`src/clnw_pkg.sv`:
```
// Shared types and constants of the character LCD nibble writer.
`timescale 1ns / 1ps
package clnw_pkg;

  localparam int MAX_DIGITS_DEF  = 10;
  localparam int NUM_COLUMNS_DEF = 16;

  localparam int VALUE_W     = 32;
  localparam int STORE_DEPTH = 10;
  localparam int DIGIT_W     = 4;
  localparam int DIG_BITS    = STORE_DEPTH * DIGIT_W;
  localparam int IDX_W       = $clog2(STORE_DEPTH);
  localparam int CNT_W       = $clog2(VALUE_W);
  localparam int NIB_W       = 4;

  localparam int IN_TDATA_W  = 56;
  localparam int IN_TUSER_W  = 2;
  localparam int OUT_TDATA_W = 8;
  localparam int OUT_TUSER_W = 2;

  localparam logic [1:0] REQ_CMD    = 2'd0;
  localparam logic [1:0] REQ_CHAR   = 2'd1;
  localparam logic [1:0] REQ_INT    = 2'd2;
  localparam logic [1:0] REQ_CURSOR = 2'd3;

  localparam logic CFG_FIRST_LINE  = 1'b0;
  localparam logic CFG_SECOND_LINE = 1'b1;

  localparam logic [7:0] FIRST_LINE_RESET  = 8'd128;
  localparam logic [7:0] SECOND_LINE_RESET = 8'd192;

  localparam logic [NIB_W-1:0]   ASCII_DIGIT_HI = 4'h3;
  localparam logic [DIGIT_W-1:0] BCD_ADJ_MIN    = 4'd5;
  localparam logic [DIGIT_W-1:0] BCD_ADJ_ADD    = 4'd3;

  typedef logic [STORE_DEPTH-1:0][DIGIT_W-1:0] digits_t;

  typedef struct packed {
    logic busy;
    logic done;
  } bcd_status_t;

endpackage

```
`src/char_lcd_nibble_writer.sv`:
```
// Top level of the character LCD nibble writer.
`timescale 1ns / 1ps
// Turns requests into 4-bit LCD strobes, one result per strobe, high nibble
// first, last set on the final strobe of a request. Commands and character
// bytes take 2 strobes, a cursor move 2 strobes (or one error result when the
// column is past the last column), an integer print 2 strobes per digit. One
// request is handled at a time; the next is taken once the final result of
// the current one sits in the output register. An integer print first goes
// through the bit-serial BCD converter, which consumes one input bit per
// cycle, then through a leading zero scan that looks at one digit a cycle,
// and then sends the strobes of its digits.
module char_lcd_nibble_writer
  import clnw_pkg::*;
#(
  parameter int MAX_DIGITS  = MAX_DIGITS_DEF,
  parameter int NUM_COLUMNS = NUM_COLUMNS_DEF
) (
  input  logic                   clk,
  input  logic                   rst,
  input  logic                   cfg_we,
  input  logic                   cfg_index,
  input  logic [7:0]             cfg_data,
  input  logic                   s_axis_tvalid,
  output logic                   s_axis_tready,
  // data_byte[7:0], int_value[39:8], row[40], column[48:41], zero fill
  input  logic [IN_TDATA_W-1:0]  s_axis_tdata,
  // req_type[1:0]
  input  logic [IN_TUSER_W-1:0]  s_axis_tuser,
  output logic                   m_axis_tvalid,
  input  logic                   m_axis_tready,
  // nibble[3:0], zero fill
  output logic [OUT_TDATA_W-1:0] m_axis_tdata,
  // reg_select[0], error[1]
  output logic [OUT_TUSER_W-1:0] m_axis_tuser,
  output logic                   m_axis_tlast
);

  localparam int LIMIT = (MAX_DIGITS > STORE_DEPTH) ? STORE_DEPTH :
                         ((MAX_DIGITS < 1) ? 1 : MAX_DIGITS);
  localparam logic [IDX_W-1:0] LIMIT_IDX = IDX_W'(LIMIT);
  localparam logic [IDX_W-1:0] TOP_IDX   = IDX_W'(STORE_DEPTH - 1);
  localparam logic [7:0]       LAST_COL  = 8'(NUM_COLUMNS - 1);

  localparam logic [2:0] ST_IDLE = 3'd0;
  localparam logic [2:0] ST_CONV = 3'd1;
  localparam logic [2:0] ST_SCAN = 3'd2;
  localparam logic [2:0] ST_HI   = 3'd3;
  localparam logic [2:0] ST_LO   = 3'd4;
  localparam logic [2:0] ST_ERR  = 3'd5;

  logic [1:0]         req_type;
  logic [7:0]         data_byte;
  logic [VALUE_W-1:0] int_value;
  logic               row;
  logic [7:0]         column;

  logic [2:0]         state;
  logic [7:0]         first_addr;
  logic [7:0]         second_addr;
  logic               tx_rs;
  logic [7:0]         tx_byte;
  logic               final_byte;
  logic [IDX_W-1:0]   idx;
  logic               ovf;
  logic               out_valid;
  logic               out_rs;
  logic [NIB_W-1:0]   out_nib;
  logic               out_err;
  logic               out_last;

  logic               accept;
  logic               slot_free;
  logic               load_out;
  logic [7:0]         cur_addr;
  logic [IDX_W-1:0]   idx_dec;
  logic [DIGIT_W-1:0] scan_digit;
  logic [DIGIT_W-1:0] next_digit;
  logic               bcd_start;
  bcd_status_t        bcd_status;
  digits_t            bcd_digits;

  assign req_type  = s_axis_tuser;
  assign data_byte = s_axis_tdata[7:0];
  assign int_value = s_axis_tdata[39:8];
  assign row       = s_axis_tdata[40];
  assign column    = s_axis_tdata[48:41];

  assign s_axis_tready = (state == ST_IDLE);
  assign accept        = s_axis_tvalid & s_axis_tready;
  assign slot_free     = ~out_valid | m_axis_tready;
  assign load_out      = slot_free &&
                         ((state == ST_HI) || (state == ST_LO) || (state == ST_ERR));
  assign cur_addr      = (row ? second_addr : first_addr) + column;
  assign idx_dec       = idx - 1'b1;
  assign scan_digit    = bcd_digits[idx];
  assign next_digit    = bcd_digits[idx_dec];
  assign bcd_start     = accept && (req_type == REQ_INT);

  clnw_bcd u_bcd (
    .clk    (clk),
    .rst    (rst),
    .start  (bcd_start),
    .value  (int_value),
    .status (bcd_status),
    .digits (bcd_digits)
  );

  always_ff @(posedge clk) begin
    if (rst) begin
      state       <= ST_IDLE;
      out_valid   <= 1'b0;
      first_addr  <= FIRST_LINE_RESET;
      second_addr <= SECOND_LINE_RESET;
    end else begin
      if (cfg_we) begin
        case (cfg_index)
          CFG_FIRST_LINE:  first_addr  <= cfg_data;
          CFG_SECOND_LINE: second_addr <= cfg_data;
          default: ;
        endcase
      end
      if (load_out) begin
        out_valid <= 1'b1;
      end else if (m_axis_tready) begin
        out_valid <= 1'b0;
      end
      case (state)
        ST_IDLE: begin
          if (accept) begin
            final_byte <= 1'b1;
            case (req_type)
              REQ_CMD: begin
                tx_rs   <= 1'b0;
                tx_byte <= data_byte;
                state   <= ST_HI;
              end
              REQ_CHAR: begin
                tx_rs   <= 1'b1;
                tx_byte <= data_byte;
                state   <= ST_HI;
              end
              REQ_CURSOR: begin
                tx_rs   <= 1'b0;
                tx_byte <= cur_addr;
                state   <= (column > LAST_COL) ? ST_ERR : ST_HI;
              end
              default: begin
                state <= ST_CONV;
              end
            endcase
          end
        end
        ST_CONV: begin
          if (bcd_status.done) begin
            idx   <= TOP_IDX;
            ovf   <= 1'b0;
            state <= ST_SCAN;
          end
        end
        ST_SCAN: begin
          if (idx >= LIMIT_IDX) begin
            if (scan_digit != '0) ovf <= 1'b1;
            idx <= idx_dec;
          end else if ((scan_digit == '0) && !ovf && (idx != '0)) begin
            idx <= idx_dec;
          end else begin
            tx_rs      <= 1'b1;
            tx_byte    <= {ASCII_DIGIT_HI, scan_digit};
            final_byte <= (idx == '0);
            state      <= ST_HI;
          end
        end
        ST_HI: begin
          if (slot_free) begin
            out_rs    <= tx_rs;
            out_nib   <= tx_byte[7:4];
            out_err   <= 1'b0;
            out_last  <= 1'b0;
            state     <= ST_LO;
          end
        end
        ST_LO: begin
          if (slot_free) begin
            out_rs    <= tx_rs;
            out_nib   <= tx_byte[3:0];
            out_err   <= 1'b0;
            out_last  <= final_byte;
            if (final_byte) begin
              state <= ST_IDLE;
            end else begin
              idx        <= idx_dec;
              tx_byte    <= {ASCII_DIGIT_HI, next_digit};
              final_byte <= (idx_dec == '0);
              state      <= ST_HI;
            end
          end
        end
        ST_ERR: begin
          if (slot_free) begin
            out_rs    <= 1'b0;
            out_nib   <= '0;
            out_err   <= 1'b1;
            out_last  <= 1'b1;
            state     <= ST_IDLE;
          end
        end
        default: begin
          state <= ST_IDLE;
        end
      endcase
    end
  end

  assign m_axis_tvalid = out_valid;
  assign m_axis_tdata  = {{(OUT_TDATA_W - NIB_W){1'b0}}, out_nib};
  assign m_axis_tuser  = {out_err, out_rs};
  assign m_axis_tlast  = out_last;

endmodule

```
`src/clnw_bcd.sv`:
```
// Bit-serial binary to BCD converter (shift and add-3, one input bit per cycle).
`timescale 1ns / 1ps
module clnw_bcd
  import clnw_pkg::*;
(
  input  logic               clk,
  input  logic               rst,
  input  logic               start,
  input  logic [VALUE_W-1:0] value,
  output bcd_status_t        status,
  output digits_t            digits
);

  logic [VALUE_W-1:0]  sh;
  logic [CNT_W-1:0]    cnt;
  logic                busy;
  logic                done;
  digits_t             bcd;
  digits_t             adj;
  logic [DIG_BITS-1:0] adj_flat;

  always_comb begin
    for (int i = 0; i < STORE_DEPTH; i++) begin
      adj[i] = (bcd[i] >= BCD_ADJ_MIN) ? bcd[i] + BCD_ADJ_ADD : bcd[i];
    end
    adj_flat = adj;
  end

  always_ff @(posedge clk) begin
    if (rst) begin
      busy <= 1'b0;
      done <= 1'b0;
      cnt  <= '0;
    end else begin
      done <= 1'b0;
      if (start) begin
        busy <= 1'b1;
        cnt  <= '0;
        sh   <= value;
        bcd  <= '0;
      end else if (busy) begin
        sh  <= {sh[VALUE_W-2:0], 1'b0};
        bcd <= {adj_flat[DIG_BITS-2:0], sh[VALUE_W-1]};
        cnt <= cnt + 1'b1;
        if (cnt == CNT_W'(VALUE_W - 1)) begin
          busy <= 1'b0;
          done <= 1'b1;
        end
      end
    end
  end

  assign status.busy = busy;
  assign status.done = done;
  assign digits      = bcd;

endmodule

```
`config.mk`:
```
export PLATFORM = sky130hd
export DESIGN_NAME = char_lcd_nibble_writer
export DESIGN_NICKNAME = d
export VERILOG_FILES = /design/src/clnw_pkg.sv /design/src/char_lcd_nibble_writer.sv /design/src/clnw_bcd.sv
export SDC_FILE = /design/constraint.sdc
export NUM_CORES = 1
export LEC_CHECK = 0
export ABC_AREA = 1
export BUFFER_PORTS_ARGS = -buffer_cell sky130_fd_sc_hd__buf_2
export CORE_ASPECT_RATIO = 0.8
export CORE_MARGIN = 2
export CORE_UTILIZATION = 41
export DETAILED_ROUTE_END_ITERATION = 10
export GPL_TIMING_DRIVEN = 1
export PLACE_DENSITY = 0.62
export SYNTH_ARGS = -nofsm -noshare
export SYNTH_HDL_FRONTEND = slang
export SYNTH_HIERARCHICAL = 1
export SYNTH_SLANG_ARGS = --single-unit
```
`constraint.sdc`:
```
create_clock -name clk -period 12 [get_ports clk]
set_input_delay 1.2 -clock clk [delete_from_list [all_inputs] [get_ports clk]]
set_output_delay 1.2 -clock clk [all_outputs]
set_load 0.02 [all_outputs]
```
## After elaboration in Yosys (flattened, before gate mapping)

Cells that the tools add are included.

- Add/subtract/negate cells: 13
- Order comparisons: 14
- Equal/unequal tests: 23
- Mux-type cells: 74
- Bitwise operators: 6
- Reduce and logical (&&, ||, !) cells: 38

Operator list:

| cell | number |
|---|---|
| 2-to-1 mux 4 bit | 19 |
| 2-to-1 mux 32 bit | 2 |
| 2-to-1 mux 8 bit | 6 |
| greater-or-equal comparator 4 x 3 -> 1 bit (second input constant) | 10 |
| 2-to-1 mux 40 bit | 1 |
| adder 4 x 2 -> 4 bit (second input constant) | 9 |
| binary-select mux 4 bit (select 4 bit) | 2 |
| 2-to-1 mux 3 bit | 9 |
| one-hot mux 4 bit (3 select lines) | 2 |
| one-hot mux 8 bit (3 select lines) | 1 |
| 2-to-1 mux 1 bit | 21 |
| one-hot mux 3 bit (6 select lines) | 1 |
| AND reduction 6 bit | 3 |
| inequality test 2 bit (second input constant) | 8 |
| one-hot mux 8 bit (2 select lines) | 1 |
| zero test 4 bit | 3 |
| < comparator 4 x 5 -> 1 bit (second input constant) | 2 |
| one-hot mux 1 bit (2 select lines) | 5 |
| AND reduction 5 bit | 2 |
| nonzero test 2 bit | 5 |
| nonzero test 3 bit | 3 |
| adder 8 bit | 1 |
| > comparator 8 x 4 -> 1 bit (second input constant) | 1 |
| AND reduction 8 bit | 1 |
| other kinds (30) | 50 |

- Bits in registers: 121
- Output and inout bits: 13
- Word-level logic and storage cells: 195

## Logic depth before layout (Yosys ltp)

- Depth in word-level cells: 8
- Mapped depth: 14

## Hierarchy

Netlist, hierarchy kept.

Modules (own cells, without submodules):

| module | times used | cells each | area an instance (um^2) | sequential area each (um^2) |
|---|---|---|---|---|
| clnw_bcd | 1 | 502 | 4242.8 | 2302.2 |
| char_lcd_nibble_writer | 1 | 488 | 3334.4 | 1061.0 |

## Least setup slack after synthesis

Ideal clock, no wire load.

- Path type: input port to flip-flop
- From: input port s_axis_tuser[0]
- To: register u_bcd.bcd (netlist bit u_bcd/digits[0]) (enable)
- Setup time: 528 ps
- Arrival time: 5322 ps
- Path slack: 6150 ps
- Stages on the path: 7
- Path buffers: 1
- Path through: inv_1 > ha_1 > nand2_1 > nor2_1 > buf_6 > inv_2 > a21oi_1

- Cells in the longest elaborated chain, start to end: 4

Ends and longest elaborated chain:

| what | line | text |
|---|---|---|
| start, declared | char_lcd_nibble_writer.sv:28 | `input logic [IN_TUSER_W-1:0] s_axis_tuser,` |
| equality test 2 bit | char_lcd_nibble_writer.sv:97 | `assign bcd_start = accept && (req_type == REQ_INT);` |
| logical AND 1 bit | char_lcd_nibble_writer.sv:97 |  |
| via bcd_start | char_lcd_nibble_writer.sv:78 | `logic bcd_start;` |
| nonzero test 2 bit (no source line) | - |  |
| AND reduction 2 bit (no source line) | - |  |
| end signal, assigned | clnw_bcd.sv:43 | `bcd <= {adj_flat[DIG_BITS-2:0], sh[VALUE_W-1]};` |
| end, declared | clnw_bcd.sv:18 | `digits_t bcd;` |

The timed path passes the listed nets, and every way through them passes these cells.
A chain may end at the register's enable or synchronous reset.

## Worst setup path after layout

- From: input port s_axis_tuser[0]
- To: register u_bcd.bcd (netlist bit u_bcd/digits[22]) (enable)

Same word-level chain as after synthesis.

==> run summary <==
## CTS
* 0.06 ns — clock transition time at the flip-flop clock pins of the worst setup and hold paths
* 17 — clock buffer count from CTS
* 0 — post-CTS repair timing setup buffer count
* sky130_fd_sc_hd__clkbuf_16 — root buf cell
* 0.42 ns — clk_lat worst skew
* 0 — count of hold buffers inserted by post-cts repair
* 121 — clk sinks
* 2 — CTS max path bufs
* done — CTS tree
* 0 — number of cells upsized or downsized after cts
* 4 — CTS H-tree lvls

## Place
* 73 — Buffers on Ports
* 11700 um — HPWL Detailed
* 0.821 — GPL Wtd Cong
* 7.68 ns — DP Worst Slack

## Critical path
* 3.93 ns — arrival time of data at the critical path endpoint
* input pin — startpoint class of the critical path
* state[1] — Reg2Reg Launch Point
* 8.43 ns — slack of the worst reg-to-reg path
* s_axis_tuser[0] — beginning of the critical path
* u_bcd/digits[22] — destination of the critical timing path
* 12.06 ns — required time of the worst setup path
* 9 — count of cells along the worst register-to-register path
* flop — critical path capture point type
* 45 — Crit Path Max Fanout
* in -> reg — Crit Path Category
* u_bcd/digits[22] — Crit Reg-Reg Endpoint

## STA
* 0 — final-report max-slew violation count
* 3.87 ns — time the final worst path needs with I/O delays and setup
* 0 — number of hold-slack violations in the final timing report
* no — setup repair after global routing missed its margin
* 0 — Final setup violation count
* 0 ns — accumulated negative setup slack
* 8.13 ns — worst path setup slack after routing
* 32.3% — final clock period utilization by the worst path
* 0.450 ns — Post-Route Hold Slack
* 0.00900 ns — final setup skew
* 1.12 ns — Tightest Pin Transition
* 258 MHz — highest attainable clock frequency
* 24.9% — Rel. slew slack

## Floorplan
* 44 — row count
* 41.8% — starting density of the core
* 18100 um^2 — Std-Cell Core Area
* 19600 um^2 — Die Area
* 85 — number of ports placed on the die boundary
* 126 um — die span in y
* 156 um — floorplan die width

## Detailed routing
* 0 — drc violations
* 6370 — overall via count from detail_route
* 16900 um — DRT Wirelength
* 5 — DRT Pass-1 Iters
* 464 — number of DRC violations after detailed-routing iteration 0
* 4.92 — per-cell via count in the routed design
* 13.1 um — routed len/inst
* 0 — Routed Antenna Nets

## GRT
* 17.9% — overall global routing resource usage
* 5873 — number of global-route vias before repair
* 28000 um — wire length of the first global-routing pass
* 0 — number of antenna violations at the first check in global routing
* 66 — maximum number of pins on one net before global-route repair
* 0 — GRT Residual Overflow

## Final layout
* 1160 — Final nets
* 11.9% — fraction of final layout cells with drive strength greater than 1
* 0 — Antenna Cells
* 14.2% — area growth from synthesis to final layout
* 47.7% — fraction of the core area covered by cells at the end of the flow

## Power and ir drop
* 96.9 uV — VDD IR max
* 1.51 mW — total power draw
* 4.10 nW — static leakage power
* 175 nW/um^2 — areal power density over the cells

## Min path
* reg -> reg — worst min-delay path class

## Yosys
* 989 — post-synthesis cell count
* 6 — Syn. warnings
* 7.65 um^2 — mean post-synth cell area
* 7570 um^2 — total standard cell area after synthesis

## Outcome
* finished, final reports clean — status

## Job
* 0 — max-cap check violation count

[registers in the layout (all words and copies together), names as in the netlist, 3 cells and up]
name	cells
u_bcd/digits	40
u_bcd/sh	32
first_addr	8
second_addr	8
tx_byte	8
u_bcd/cnt	5
idx	4
out_nib	4
state	3
[placed cells by master (no fill, tap or decap), types with 2 or more instances in the layout]
master,count
sky130_fd_sc_hd__a211oi_1,3
sky130_fd_sc_hd__or2_1,3
sky130_fd_sc_hd__buf_2,73
sky130_fd_sc_hd__inv_8,4
sky130_fd_sc_hd__mux2i_1,2
sky130_fd_sc_hd__buf_4,4
sky130_fd_sc_hd__o21ai_0,57
sky130_fd_sc_hd__nand3_1,52
sky130_fd_sc_hd__nand2_1,291
sky130_fd_sc_hd__nor2_1,115
sky130_fd_sc_hd__clkbuf_16,17
sky130_fd_sc_hd__conb_1,4
sky130_fd_sc_hd__a21o_1,2
sky130_fd_sc_hd__a22o_1,4
sky130_fd_sc_hd__nor3_2,2
sky130_fd_sc_hd__nor3_1,19
sky130_fd_sc_hd__ha_1,36
sky130_fd_sc_hd__nand4_1,22
sky130_fd_sc_hd__a21oi_1,53
sky130_fd_sc_hd__dfxtp_1,27
sky130_fd_sc_hd__clkinv_1,3
sky130_fd_sc_hd__xor2_2,2
sky130_fd_sc_hd__bufinv_16,2
sky130_fd_sc_hd__edfxtp_1,94
sky130_fd_sc_hd__clkinv_4,3
sky130_fd_sc_hd__inv_2,3
sky130_fd_sc_hd__xor2_1,3
sky130_fd_sc_hd__inv_1,132
sky130_fd_sc_hd__o211ai_1,4
sky130_fd_sc_hd__o311ai_0,3
sky130_fd_sc_hd__inv_6,4
sky130_fd_sc_hd__a221o_2,2
sky130_fd_sc_hd__clkinvlp_4,2
[how the worst min path moves through the flow]
| stage | startpoint | to | slack [ns] | cells past startpoint |
|---|---|---|---|---|
| after floorplan | first_addr[0] | first_addr[0] | 0.42 | 2 |
| after global placement | first_addr[4] | first_addr[4] | 0.43 | 2 |
| after detailed placement | first_addr[4] | first_addr[4] | 0.44 | 2 |
| after CTS | first_addr[4] | first_addr[4] | 0.45 | 2 |
| after global routing | first_addr[5] | first_addr[5] | 0.48 | 2 |
| final | first_addr[0] | first_addr[0] | 0.45 | 2 |
[power by group]
part	total, mW	internal (mW)	leakage (nW)	switching, mW
Clock	0.529	0.315	0.293	0.215
Combinational	0.422	0.136	2.73	0.286
Sequential	0.560	0.528	1.08	0.0322
Total	1.51	0.978	4.10	0.533
[per-layer routing]
metal	up-vias	track usage (%)	wire length [um]
li1	3344	-	-
met1	2851	25.6	8740
met2	151	26.9	7050
met3	24	3.95	834
met4	0	6.15	265
met5	-	0	0
[critical path: stages]
cell	delay, ns
sky130_fd_sc_hd__buf_2	0.12
sky130_fd_sc_hd__inv_1	0.08
sky130_fd_sc_hd__ha_1	0.16
sky130_fd_sc_hd__nand2_1	0.08
sky130_fd_sc_hd__nor2_4	0.10
sky130_fd_sc_hd__buf_4	0.46
sky130_fd_sc_hd__inv_2	0.11
sky130_fd_sc_hd__a21oi_4	0.89
sky130_fd_sc_hd__buf_4	0.62
[cell type report]
cell class                 instances  area [um^2]
multi-input combinational        695         3470
inverter                         139          524
clock inverter                    15          181
clock buffer                      17          425
fill                            1823         9470
timing repair buffer              77          395
tap                              230          288
sequential                       121         3360
[metrics by stage]
stage | instances | area (um^2)
after detailed placement | 1262 | 8040
after CTS | 1294 | 8650
after global routing | 1294 | 8650
after global placement | 1262 | 8040
final | 1294 | 8650
after floorplan | 992 | 7580
No activity file was read; power rests on OpenSTA's default activity.
